$ cat config.mk
export PLATFORM = sky130hd
export DESIGN_NAME = plce_queue
export DESIGN_NICKNAME = d
export VERILOG_FILES = /design/src/rtl/core/plce_pkg.sv /design/src/rtl/core/plce_queue.sv
export SDC_FILE = /design/constraint.sdc
export NUM_CORES = 1
export LEC_CHECK = 0
export ABC_CLOCK_PERIOD_IN_PS = 2900
export BUFFER_PORTS_ARGS = -buffer_cell sky130_fd_sc_hd__buf_2
export CAP_MARGIN = 5
export CORE_MARGIN = 2
export CORE_UTILIZATION = 50
export CTS_CLUSTER_SIZE = 25
export DETAILED_ROUTE_END_ITERATION = 16
export MAX_ROUTING_LAYER = met4
export PLACE_DENSITY = 0.79
export SYNTH_ARGS = -nofsm -noshare
export SYNTH_HDL_FRONTEND = slang
export SYNTH_SLANG_ARGS = --single-unit
$ cat constraint.sdc
create_clock -name clk_i -period 2.9 [get_ports clk_i]
set_clock_uncertainty 0.2 [all_clocks]
set_input_delay 0.58 -clock clk_i [delete_from_list [all_inputs] [get_ports clk_i]]
set_output_delay 0.58 -clock clk_i [all_outputs]
set_load 0.02 [all_outputs]
$ cat src/rtl/core/plce_pkg.sv
package plce_pkg;

  // default sizes of the block
  localparam int unsigned SUBFRAME_LEN_DEF = 20;
  localparam int unsigned STORE_DEPTH_DEF  = 512;
  localparam int unsigned QUEUE_DEPTH      = 2;

  // field widths
  localparam int unsigned SAMPLE_W  = 16;
  localparam int unsigned CORR_W    = 36;
  localparam int unsigned ENERGY_W  = 35;
  localparam int unsigned CFG_IDX_W = 1;
  localparam int unsigned CFG_DAT_W = 8;
  localparam int unsigned NSUB_W    = 4;
  localparam int unsigned LAG_W     = 8;

  // configuration register indexes
  localparam logic [CFG_IDX_W-1:0] CFG_NUM_SUBFRAMES = 1'd0;
  localparam logic [CFG_IDX_W-1:0] CFG_MIN_LAG       = 1'd1;

  // register reset values
  localparam logic [NSUB_W-1:0] NUM_SUBFRAMES_RST = 4'd4;
  localparam logic [LAG_W-1:0]  MIN_LAG_RST       = 8'd10;

  // input commands
  localparam logic CMD_LOAD  = 1'b0;
  localparam logic CMD_QUERY = 1'b1;

  // result status
  localparam logic STATUS_OK    = 1'b0;
  localparam logic STATUS_RANGE = 1'b1;

  // kind of work handed from front to back
  typedef enum logic {
    OP_WRITE,
    OP_QUERY
  } op_e;

  // back end sequencer states
  typedef enum logic [1:0] {
    ST_IDLE,
    ST_RUN,
    ST_DRAIN,
    ST_FIN
  } back_state_e;

  typedef struct packed {
    logic                       command;
    logic signed [SAMPLE_W-1:0] sample;
    logic                       restart;
    logic [2:0]                 subframe;
    logic [LAG_W-1:0]           lag_index;
  } in_item_t;

  typedef struct packed {
    logic signed [CORR_W-1:0] correlation;
    logic [ENERGY_W-1:0]      lag_energy;
    logic [ENERGY_W-1:0]      target_energy;
    logic                     status;
  } out_item_t;

endpackage

$ cat src/rtl/core/plce_queue.sv
module plce_queue
  import plce_pkg::*;
#(
  parameter int unsigned WIDTH = 8
) (
  input  logic             clk_i,
  input  logic             rst_ni,
  input  logic             push_i,
  input  logic [WIDTH-1:0] push_data_i,
  output logic             push_ready_o,
  input  logic             pop_i,
  output logic             pop_valid_o,
  output logic [WIDTH-1:0] pop_data_o
);

  localparam int unsigned PW = (QUEUE_DEPTH > 1) ? $clog2(QUEUE_DEPTH) : 1;
  localparam int unsigned CW = $clog2(QUEUE_DEPTH + 1);

  logic [WIDTH-1:0] entry_q [QUEUE_DEPTH];
  logic [PW-1:0]    wr_ptr_q, wr_ptr_d;
  logic [PW-1:0]    rd_ptr_q, rd_ptr_d;
  logic [CW-1:0]    count_q, count_d;
  logic             do_push, do_pop;

  assign push_ready_o = (count_q != CW'(QUEUE_DEPTH));
  assign pop_valid_o  = (count_q != '0);
  assign pop_data_o   = entry_q[rd_ptr_q];
  assign do_push      = push_i && push_ready_o;
  assign do_pop       = pop_i && pop_valid_o;

  // pointer and count update
  always_comb begin
    wr_ptr_d = wr_ptr_q;
    rd_ptr_d = rd_ptr_q;
    count_d  = count_q;
    if (do_push) begin
      wr_ptr_d = (wr_ptr_q == PW'(QUEUE_DEPTH - 1)) ? '0 : wr_ptr_q + 1'b1;
    end
    if (do_pop) begin
      rd_ptr_d = (rd_ptr_q == PW'(QUEUE_DEPTH - 1)) ? '0 : rd_ptr_q + 1'b1;
    end
    if (do_push && !do_pop) begin
      count_d = count_q + 1'b1;
    end else if (do_pop && !do_push) begin
      count_d = count_q - 1'b1;
    end
  end

  always_ff @(posedge clk_i or negedge rst_ni) begin
    if (!rst_ni) begin
      wr_ptr_q <= '0;
      rd_ptr_q <= '0;
      count_q  <= '0;
    end else begin
      wr_ptr_q <= wr_ptr_d;
      rd_ptr_q <= rd_ptr_d;
      count_q  <= count_d;
    end
  end

  // entry storage
  always_ff @(posedge clk_i) begin
    if (do_push) begin
      entry_q[wr_ptr_q] <= push_data_i;
    end
  end

endmodule

Yosys cells after proc, flatten, opt, wreduce, memory -nomap -nowiden

Memory sizes are Yosys's and may differ from the RTL's.
Cells that the tools add are included.

Memories: 1
Memory bits (writable): 16
Input port bits: 12
Flip-flop bits (word level): 4
Word-level logic and storage cells: 23

Mux-type cells: 6
Equal/unequal tests: 1
Reductions and logical operators: 8
$add $sub $neg: 4

Memory list:

| name    | depth | width | read ports | clocked after memory_dff | write ports | RTL line         | source |
|---|---|---|---|---|---|---|---|
| entry_q | 2     | 8     | 1          | 0                        | 1           | plce_queue.sv:19 | `logic [WIDTH-1:0] entry_q [QUEUE_DEPTH];` |

Operators with widths:

| cell                                                                | count |
|---|---|
| 1-bit logical AND                                                   | 4 |
| 1-bit two-way mux                                                   | 4 |
| 2-bit two-way mux                                                   | 2 |
| 2-bit nonzero test                                                  | 2 |
| 1-bit adder (second input constant)                                 | 2 |
| 2-bit by 1-bit adder with 2-bit output (second input constant)      | 1 |
| 1-bit logical NOT                                                   | 2 |
| 2-bit != test (second input constant)                               | 1 |
| 2-bit by 1-bit subtractor with 2-bit output (second input constant) | 1 |

Longest topological paths before layout

Depth after elaboration: 6
Depth in mapped cells: 7
Depth with buffers taken out: 7

Worst setup path before layout

OpenSTA, ideal clock, no wires.

Path type: register to output
Start point: reg rd_ptr_q
End point: out pop_data_o[0]
Slack: 1.232 ns
Data required time: 2.120 ns
Stages on the path, launching flop included: 3
Data arrival time: 0.888 ns
Cells stage by stage: dfrtp_1 -> buf_2 -> mux2_2

Cells in the longest elaborated chain, start to end: 1

RTL lines:

| what                     | RTL line         | source |
|---|---|---|
| start: declaration       | plce_queue.sv:21 | `logic [PW-1:0] rd_ptr_q, rd_ptr_d;` |
| start signal: assignment | plce_queue.sv:56 | `rd_ptr_q <= rd_ptr_d;` |
| memory 2 x 8 bit         | n/a              |  |
| end: declaration         | plce_queue.sv:13 | `output logic [WIDTH-1:0] pop_data_o` |

Every way passes these cells.

Final worst setup path

Start point: reg rd_ptr_q
End point: out pop_data_o[1]

The elaborated chain is that of the path after synthesis.

==> out/results.tsv <==
stage	metric	value	unit
outcome	outcome	completed	
timing	hold_violations	0	
synthesis	ys_ff_latch	20	
drt	first_pass_iters	2	
synthesis	avgSynthCellArea	18.3	µm²
critical_path	crit_path_max_fanout	9	
cts	htree_levels	1	
critical_path	cpPeakStageDelay	0.56	ns
drt	num_vias	415	
timing	tns	0	ns
drt	viasPerCell	4.94	
synthesis	yosys-top-cells-area	edfxtp_1, dfrtp_1, mux2_2, xnor2_1, xor2_1	
floorplan	die_width	43.7	µm
layout	layout_commonest_cell	buf_2	
floorplan	start_util	52.9	%
synthesis	synth_top_family_by_area	multiplexers	
placed_design	gp_congestion	0.641	
cts	cts_setup_buffers	0	
synthesis	synthesis.nets	56	
placed_design	dp_hpwl	763	µm
drt	ant_nets	0	
layout	fin_nets	82	
power	p_leak	0.388	nW
drt	drt_iter0_drc	3	
power	peakVddDrop	0.000722	V
timing	worstMarginPinSlew	0.686	ns
critical_path	critPathBufInv	1	
critical_path	critPathArrivalTime	1.39	ns
cts	clk_path_buf_depth	2	
floorplan	die-area	0.00191	mm²
grt	grt_pass1_vias	383	
synthesis	yosys.area_share.simple	6.52	%
cts	cts_buffers	3	
cts	clk_pin_slew_worst_paths	0.10	ns
timing	max_freq	461	MHz
cts	clk_latency	0.29	ns
synthesis	yosys_warnings	0	
synthesis	muxShareOfSynthArea	11.4	%
cts	cts_tree	built	
critical_path	crit_slowest_cell	dfrtp_1	
grt	grt_max_degree	12	
layout	final_cell_mix	buf_2, edfxtp_1, mux2_2	
floorplan	row_count	14	
power	power.density	1000	mW/mm²
grt	antenna_found_initial	0	
floorplan	ios	22	
layout	drive_gt1_share	51.5	%
floorplan	core-area	0.00149	mm²
timing	report.final.slew_viol_count	0	
synthesis	netlist_area	787	µm²
min_path	min-delay-path-class	in -> reg	
floorplan	die_h	43.7	µm
critical_path	cp-start-kind	flip-flop	
critical_path	crit_chain	mux2_2 > buf_2	
drt	wl_per_cell	12.2	µm
flow_run	max_cap_viol_count	0	
placed_design	port_buffers	21	
timing	holdWs	0.274	ns
timing	min_period	2.17	ns
critical_path	crit_family	flip-flops	
cts	cts_sinks	20	
timing	rsz0062_at_grt	false	
critical_path	required	2.12	ns
synthesis	yosysUniqueCellTypes	14	
timing	max_slew_margin	54.1	%
synthesis	synth_compound_area_share	0	%
layout	syn2layout_area_growth	19.9	%
timing	setup_viol	0	
synthesis	synth_top_cell_by_area	edfxtp_1	
grt	grt.total_usage	13.0	%
layout	antennaDiodeCount	0	
timing	timing.final.crit_share	74.8	%
drt	wl	1030	µm
synthesis	ys_seq_area_share	73.8	%
critical_path	crit_path_end_kind	output pin	
critical_path	path_class	reg -> out	
cts	clockRootBuffer	clkbuf_4	
synthesis	netlist.area_leader.share	61.0	%
synthesis	synthAdderAreaFrac	1.59	%
drt	drt_drc_violations_left	0	
synthesis	synth_xor_area_share	5.56	%
synthesis	synth_cells	43	
grt	overflow	0	
grt	grt_pass1_wl	1640	µm
## flip-flops by register name, summed over array words and instances, names as in the netlist
name / cells
entry_q: 16
wr_ptr_q: 1
count_q: 2
rd_ptr_q: 1
## cells by family (layout without fill, tap and decap cells)
| family | after synthesis | in the layout |
|---|---|---|
| flops | 20 | 20 |
| mux | 8 | 8 |
| simple gates | 7 | 7 |
| xor+xnor | 5 | 5 |
| buf+inv | 2 | 27 |
| fa+ha+maj | 1 | 1 |
## report_power, final
part | switching (mW) | internal [mW]
clock | 0.0754 | 0.0500
combinational | 0.191 | 0.170
sequential | 0.0586 | 0.402
total | 0.325 | 0.621
## stage by stage
step                setup WS, ns  util (%)  area (µm²)  instances  power, mW
floorplan                   1.23         -         787         43      0.737
global placement            1.04      60.9         907         79      0.825
detailed placement         0.999      60.9         907         79      0.832
CTS                        0.704      63.4         943         84      0.960
global route               0.655      63.4         943         84       1.01
finish                     0.731      63.4         943         84      0.947
## cells in the mapped netlist (all sizes together)
cell    instances
xor2            2
dfrtp           4
xnor2           3
edfxtp         16
nand2b          1
mux2            8
ha              1
inv             1
nand2           2
and3            1
or2             1
buf             1
nor2            2
## path summary, 6_finish.rpt
kind	start	end	slack (ns)	cells past startpoint
max	rd_ptr_q	pop_data_o[1]	0.73	2
max in group asynchronous	rst_ni	wr_ptr_q	1.97	2
min in group asynchronous	rst_ni	count_q[0]	0.41	2
min reg2reg	wr_ptr_q	wr_ptr_q	0.31	1
min	push_data_i[3]	entry_q[1][3]	0.27	1
max reg2reg	count_q[0]	entry_q[0][6]	1.13	3
## routing by layer
layer	up-vias	share of wire, %	GRT usage, %
met4	0	0.97	7.27
met1	197	43	14.3
met3	2	5.6	5.00
met5	-	0	-
li1	204	-	-
met2	12	50	20.0
## timing repair
action                    4_1_cts  5_1_grt
hold endpoints to repair        4        0
resized for setup               0        0
hold buffers                    1        0
## final cells by class
cell class / instances / area [µm²]
Timing Repair Buffer: 22 / 115
Fill cell: 111 / 546
Clock buffer: 3 / 22.5
Clock inverter: 1 / 3.75
Sequential cell: 20 / 581
Inverter: 1 / 3.75
Multi-Input combinational cell: 21 / 198
Tap cell: 16 / 20.0
No activity file was read; power rests on OpenSTA's default activity.
