===== src/rtl/core/plce_pkg.sv =====
package plce_pkg;

  // default sizes of the block
  localparam int unsigned SUBFRAME_LEN_DEF = 20;
  localparam int unsigned STORE_DEPTH_DEF  = 512;
  localparam int unsigned QUEUE_DEPTH      = 2;

  // field widths
  localparam int unsigned SAMPLE_W  = 16;
  localparam int unsigned CORR_W    = 36;
  localparam int unsigned ENERGY_W  = 35;
  localparam int unsigned CFG_IDX_W = 1;
  localparam int unsigned CFG_DAT_W = 8;
  localparam int unsigned NSUB_W    = 4;
  localparam int unsigned LAG_W     = 8;

  // configuration register indexes
  localparam logic [CFG_IDX_W-1:0] CFG_NUM_SUBFRAMES = 1'd0;
  localparam logic [CFG_IDX_W-1:0] CFG_MIN_LAG       = 1'd1;

  // register reset values
  localparam logic [NSUB_W-1:0] NUM_SUBFRAMES_RST = 4'd4;
  localparam logic [LAG_W-1:0]  MIN_LAG_RST       = 8'd10;

  // input commands
  localparam logic CMD_LOAD  = 1'b0;
  localparam logic CMD_QUERY = 1'b1;

  // result status
  localparam logic STATUS_OK    = 1'b0;
  localparam logic STATUS_RANGE = 1'b1;

  // kind of work handed from front to back
  typedef enum logic {
    OP_WRITE,
    OP_QUERY
  } op_e;

  // back end sequencer states
  typedef enum logic [1:0] {
    ST_IDLE,
    ST_RUN,
    ST_DRAIN,
    ST_FIN
  } back_state_e;

  typedef struct packed {
    logic                       command;
    logic signed [SAMPLE_W-1:0] sample;
    logic                       restart;
    logic [2:0]                 subframe;
    logic [LAG_W-1:0]           lag_index;
  } in_item_t;

  typedef struct packed {
    logic signed [CORR_W-1:0] correlation;
    logic [ENERGY_W-1:0]      lag_energy;
    logic [ENERGY_W-1:0]      target_energy;
    logic                     status;
  } out_item_t;

endpackage


===== src/rtl/core/plce_front.sv =====
module plce_front
  import plce_pkg::*;
#(
  parameter int unsigned SUBFRAME_LEN = SUBFRAME_LEN_DEF,
  parameter int unsigned STORE_DEPTH  = STORE_DEPTH_DEF,
  parameter int unsigned AW           = $clog2(STORE_DEPTH),
  parameter int unsigned ENTRY_W      = 2 + 2 * AW + SAMPLE_W
) (
  input  logic                 clk_i,
  input  logic                 rst_ni,
  input  logic                 in_valid_i,
  output logic                 in_ready_o,
  input  in_item_t             in_item_i,
  input  logic                 cfg_valid_i,
  output logic                 cfg_ready_o,
  input  logic [CFG_IDX_W-1:0] cfg_index_i,
  input  logic [CFG_DAT_W-1:0] cfg_data_i,
  output logic                 push_o,
  output logic [ENTRY_W-1:0]   push_data_o,
  input  logic                 push_ready_i
);

  localparam int unsigned FW = $clog2(STORE_DEPTH + 1);
  localparam int unsigned SW = FW + 12;

  logic [FW-1:0]      fill_q, fill_d;
  logic [NSUB_W-1:0]  num_subframes_q;
  logic [LAG_W-1:0]   min_lag_q;
  logic               accept, is_query, store_ok;
  logic [AW-1:0]      wr_addr;
  logic signed [SW-1:0] fill_s, diff_s, lag_s, t_s, l_s, end_s;
  logic               range_err;
  op_e                kind;
  logic [AW-1:0]      addr_a, addr_b;

  assign cfg_ready_o = 1'b1;
  assign in_ready_o  = push_ready_i;
  assign accept      = in_valid_i && in_ready_o;
  assign is_query    = (in_item_i.command == CMD_QUERY);

  // configuration registers
  always_ff @(posedge clk_i or negedge rst_ni) begin
    if (!rst_ni) begin
      num_subframes_q <= NUM_SUBFRAMES_RST;
      min_lag_q       <= MIN_LAG_RST;
    end else if (cfg_valid_i) begin
      case (cfg_index_i)
        CFG_NUM_SUBFRAMES: num_subframes_q <= cfg_data_i[NSUB_W-1:0];
        CFG_MIN_LAG:       min_lag_q       <= cfg_data_i[LAG_W-1:0];
        default:           ;
      endcase
    end
  end

  // load path: restart empties the store, a full store drops the sample
  always_comb begin
    fill_d   = fill_q;
    store_ok = 1'b0;
    wr_addr  = fill_q[AW-1:0];
    if (in_item_i.restart) begin
      wr_addr  = '0;
      store_ok = 1'b1;
      fill_d   = FW'(1);
    end else if (fill_q < FW'(STORE_DEPTH)) begin
      store_ok = 1'b1;
      fill_d   = fill_q + 1'b1;
    end
  end

  always_ff @(posedge clk_i or negedge rst_ni) begin
    if (!rst_ni) begin
      fill_q <= '0;
    end else if (accept && !is_query) begin
      fill_q <= fill_d;
    end
  end

  // query windows: target start, lagged start and range check
  always_comb begin
    fill_s = SW'(fill_q);
    diff_s = SW'(signed'({1'b0, num_subframes_q})) - SW'(signed'({1'b0, in_item_i.subframe}));
    t_s    = fill_s - SW'(SUBFRAME_LEN) * diff_s;
    lag_s  = SW'(min_lag_q) + SW'(in_item_i.lag_index);
    l_s    = t_s - lag_s;
    end_s  = t_s + SW'(SUBFRAME_LEN);
    range_err = l_s[SW-1] || (end_s > fill_s);
  end

  // hand the classified item to the back end
  always_comb begin
    if (is_query) begin
      kind   = OP_QUERY;
      addr_a = t_s[AW-1:0];
      addr_b = l_s[AW-1:0];
    end else begin
      kind   = OP_WRITE;
      addr_a = wr_addr;
      addr_b = '0;
    end
  end

  assign push_o      = accept && (is_query || store_ok);
  assign push_data_o = {kind, is_query && range_err, addr_a, addr_b, in_item_i.sample};

endmodule


===== config.mk =====
export PLATFORM = sky130hd
export DESIGN_NAME = plce_front
export DESIGN_NICKNAME = d
export VERILOG_FILES = /design/src/rtl/core/plce_pkg.sv /design/src/rtl/core/plce_front.sv
export SDC_FILE = /design/constraint.sdc
export NUM_CORES = 1
export LEC_CHECK = 0
export ABC_AREA = 1
export BUFFER_PORTS_ARGS = -buffer_cell sky130_fd_sc_hd__buf_2
export CAP_MARGIN = 10
export CORE_ASPECT_RATIO = 1.4
export CORE_MARGIN = 1
export CORE_UTILIZATION = 50
export CTS_BUF_LIST = sky130_fd_sc_hd__clkbuf_16
export CTS_CLUSTER_DIAMETER = 50
export DETAILED_ROUTE_END_ITERATION = 16
export PLACE_DENSITY = 0.72
export SYNTH_ARGS = -nofsm -noshare
export SYNTH_HDL_FRONTEND = slang
export SYNTH_SLANG_ARGS = --single-unit

===== constraint.sdc =====
create_clock -name clk_i -period 6.54 [get_ports clk_i]
set_input_delay 0.654 -clock clk_i [delete_from_list [all_inputs] [get_ports clk_i]]
set_output_delay 0.654 -clock clk_i [all_outputs]
set_load 0.02 [all_outputs]

After elaboration in Yosys (flattened, before gate mapping). Index checks and enable logic that the tools add are counted.

Bits of input ports: 43. Logic and storage cells: 32. Output and inout port bits: 39. Register bits: 22.

$lt $le $gt $ge: 2. Reduce and logical (&&, ||, !) cells: 11. Multiply operators: 1. Bitwise logic cells: 1. Muxes and demuxes: 8. Add/subtract/negate cells: 6.

Operators by type and width (count): 9-bit 2-to-1 mux (3); 22-bit by 5-bit adder with 22-bit output, second input constant (1); 22-bit by 11-bit > comparator with 1-bit output (1); 3-bit by 22-bit multiplier with 20-bit output, first input constant (1); 10-bit by 22-bit subtractor with 22-bit output (1); 22-bit by 10-bit subtractor with 22-bit output (1); 10-bit 2-to-1 mux (2); 10-bit by 1-bit adder with 10-bit output, second input constant (1); 10-bit less-than comparator, second input constant (1); 8-bit by 8-bit adder with 9-bit output (1); 2-bit AND reduction (3); 4-bit by 3-bit subtractor with 5-bit output (1); 1-bit logical AND (4); 1-bit 2-to-1 mux (3); 1-bit logical OR (2); 2-bit nonzero test (1); 1-bit zero test (1); 1-bit inverter (1).

Depth between registers and ports, before layout.
Depth after elaboration: 7. Mapped depth: 36. Mapped depth without buffers: 36.

Least setup slack after synthesis. OpenSTA, ideal clock, no wires.

Kind: input-to-output. Start: input in_item_i[8] (netlist bit). End: output push_data_o[34]. Data required time: 5.886 ns. Arrival: 5.003 ns. Cell stages on the path: 30. Setup slack: 0.883 ns. Cell sequence: ha_1 > inv_1 > fa_1 > nand2_1 > nand3_2 > inv_1 > ha_1 > ha_1 > nand3_1 > nand3_1 > ha_1 > inv_1 > ha_1 > nand2_1 > inv_1 > a21oi_1 > nand3_1 > nand2_2 > xor2_1 > inv_1 > ha_1 > nand4_1 > a2111oi_0 > a21oi_1 > a21oi_1 > nand2_1 > nor2_1 > nand3_1 > nand2_1 > a21oi_2.

Word-level cells in the longest chain between the ends: 7.

Ends and longest elaborated chain: from (decl) (line plce_front.sv:13) `input in_item_t in_item_i,`; 4-bit by 3-bit subtractor with 5-bit output * (line plce_front.sv:81) `diff_s = SW'(signed'({1'b0, num_subframes_q})) - SW'(signed'({1'b0, in_item_i.subframe}));`; 3-bit by 22-bit multiplier with 20-bit output * (line plce_front.sv:82) `t_s = fill_s - SW'(SUBFRAME_LEN) * diff_s;`; 10-bit by 22-bit subtractor with 22-bit output * (line plce_front.sv:82); 22-bit by 5-bit adder with 22-bit output (line plce_front.sv:85) `end_s = t_s + SW'(SUBFRAME_LEN);`; 22-bit by 11-bit > comparator with 1-bit output (line plce_front.sv:86) `range_err = l_s[SW-1] || (end_s > fill_s);`; 1-bit logical OR * (line plce_front.sv:86); 1-bit logical AND * (line plce_front.sv:103) `assign push_data_o = {kind, is_query && range_err, addr_a, addr_b, in_item_i.sample};`; to (decl) (line plce_front.sv:19) `output logic [ENTRY_W-1:0] push_data_o,`.

Mark *: on every way between the ends. The rest lies on a longest branch, timed or not.

Worst setup path in the final report. Ends and elaborated chain as after synthesis.

==> metrics.txt <==
Primary FF master, synth=dfrtp_1; VDD IR-drop max=approximately 0.00038 V; Clock Path Buffers=2; CP startpoint kind=input port; core area=7750 sq um; WP data arrival=~5500 ps; die height=108 um; PostCTS Resize Cnt=0; synthesis-to-layout area growth=8.80%; Total GRT Usage=0.248; WP data required=approximately 5900 ps; Final Setup Violations=0; Hold Buf Count CTS=0; Worst R2R Path Depth=8; Hold Fails Final Rpt=0; Residual DRC=0; initial antenna violation count=0; first-pass iteration count of the detailed router=7; Rel. slew slack=0.412; Die ar.=approximately 8400 sq um; Worst-Skew Late Latency=260 ps; global-route wire length before repair=about 17 mm; largest net degree at the start of global routing=23; Row Count=38; Post-synth EDFFs=0; fmax=163 MHz; H-tree depth=1; Max stage delay cell, worst path=fa_1; Synth Area in Compound Gates=0.115; Starting Density=0.517; Final min period=between 6000 and 7000 ps; Max Slew Vio Count=0; max_cap viols=0; GRT overflow=0; syn avg cell area=roughly 6.3 sq um; initial DRC count=150; filler instances=between 700 and 800; total CTS buffers=3; drt total wl=between 10 and 15 mm; post-synth top area share=0.156; Synth area leaders=ha_1 16%, nand2_1 14%, dfrtp_1 12%; reg2reg end=fill_q[8]; Setup Skew=between 4 and 5 ps; Reg-to-Reg Start=fill_q[9]; Root Buffer=clkbuf_16; most frequent cell after synthesis=nand2_1; RSZ-0062 raised after global routing=no; CP Capture Type=output pin; Async SR Flop Fraction=1.00; PD cells=just over 500 nW/um^2; Antenna Cells=0; vias in the first global route=a little under 4000; status=completed; CTS tree=done; Synth Area in Simple Gates=0.368; WL per Instance=between 10 and 15 um; synth warn=0; post-DR vias/cell=between 5 and 6; port bufs=between 40 and 50; Final #Nets=762; Post-Synthesis Cell Area=around 4000 sq um; WS Path Type=input port to output pin; via count=3977; Detailed Place HPWL=about 8.5 mm; Distinct cells, synth=46; layout cell share with drive strength beyond 1=0.166; Worst-Margin Slew=875 ps; Post-CTS Setup Bufs=0; Clock transition at path regs=about 60 ps; main combinational cell family by area after synthesis=simple AND/OR/NAND/NOR gates; Critical Path Start=in_item_i[8]; Sink Count=22; Final Cycle Share=0.937; antenna-violating nets left=0; setup TNS=0 ps; worst reg2reg setup slack=around 4500 ps; gpl congestion=slightly below 0.9; Synth Area in Adders=0.181; chip width=~78 um; Seq/Total Area, Yosys=0.138; Leak Pwr=between 2 and 2.5 nW; dominant cell type by area after synthesis=ha_1; Cells after Synth=roughly 630; PnR Total Power=between 2 and 2.5 mW; Commonest cells post-synth=154 x nand2_1, 107 x inv_1, 51 x nor2_1; post-synthesis mux area share=0.0112; Syn Nets=about 730; post-synthesis xor/xnor area fraction=0.0393; Hold Path Class=input port to async pin; #FFs+latches synth=22; critical path peak fanout=5; largest stage delay on the critical path=around 410 ps; I/O Pins=82
[per-stage QoR]
step	cells	hold slack (ps)	cell area [sq um]	util	setup WS (ps)
after global routing	763	396	4360	0.563	43.9
after global placement	759	467	4220	0.544	469
after floorplan	633	358	4010	-	883
after CTS	763	368	4320	0.558	142
final	763	351	4360	0.563	409
after detailed placement	759	487	4220	0.544	171
[worst max-delay path, delay by kind of cell]
family	cells	cell delay [ps]
AO/OA/AOI/OAI	4	500
XOR/XNOR	1	150
adder cells (fa/ha/maj)	7	2080
buffers and inverters	6	540
AND/OR/NAND/NOR	15	1560
[layout make-up]
cell class	instances	area, sq um	area share
Clock inverter	1	30.0	0.00688
Multi-Input combinational cell	476	2910	0.666
Sequential cell	22	554	0.127
Timing Repair Buffer	49	248	0.0568
Clock buffer	3	75.1	0.0172
Tap cell	100	125	0.0287
Inverter	112	423	0.0970
[power by group]
group	total, mW	internal, mW	switching, mW
clock network	0.174	0.122	0.0526
logic	1.90	0.662	1.24
registers	0.176	0.157	0.0187
total	2.25	0.941	1.31
[cell usage in the layout (no fill, tap or decap), types with 3 or more instances in the layout]
master,n
nand2_1,153
inv_1,106
nor2_1,50
nand3_1,49
ha_1,48
buf_2,48
o21ai_0,30
a21oi_1,30
dfrtp_1,19
nand2_2,16
nand4_1,13
xor2_1,12
nor2_2,8
nor3_1,7
xnor2_1,5
o22ai_1,5
fa_1,5
inv_2,4
o21bai_1,4
nor3b_1,4
mux2_2,4
nand3_2,3
a21o_1,3
clkbuf_16,3
dfstp_2,3
[cell families after synthesis]
family / after synthesis
adder cells (fa/ha/maj): 55
AND/OR/NAND/NOR: 317
buffers and inverters: 135
other: 1
multiplexers: 4
AO/OA/AOI/OAI: 81
flip-flops: 22
XOR/XNOR: 18
[flip-flops by register name, summed over array words and instances (netlist names)]
register and cells:
fill_q 10, num_subframes_q 4, min_lag_q 8
[per-layer routing]
| layer | vias up | GRT usage | part of all wire |
|---|---|---|---|
| li1 | 2086 | - | - |
| met1 | 1767 | 0.262 | 0.41 |
| met2 | 101 | 0.497 | 0.54 |
| met3 | 23 | 0.0101 | 0.025 |
| met4 | 0 | 0.111 | 0.028 |
| met5 | - | 0 | 0 |
[worst max-delay path by stage]
stage / to / cells past startpoint
2_1_floorplan: push_data_o[34] / 30
3_3_place_gp: push_data_o[34] / 32
3_5_place_dp: push_data_o[34] / 33
4_1_cts: push_data_o[34] / 33
5_1_grt: push_data_o[34] / 33
6_report: push_data_o[34] / 33
Power figures use the tool's default switching activity.
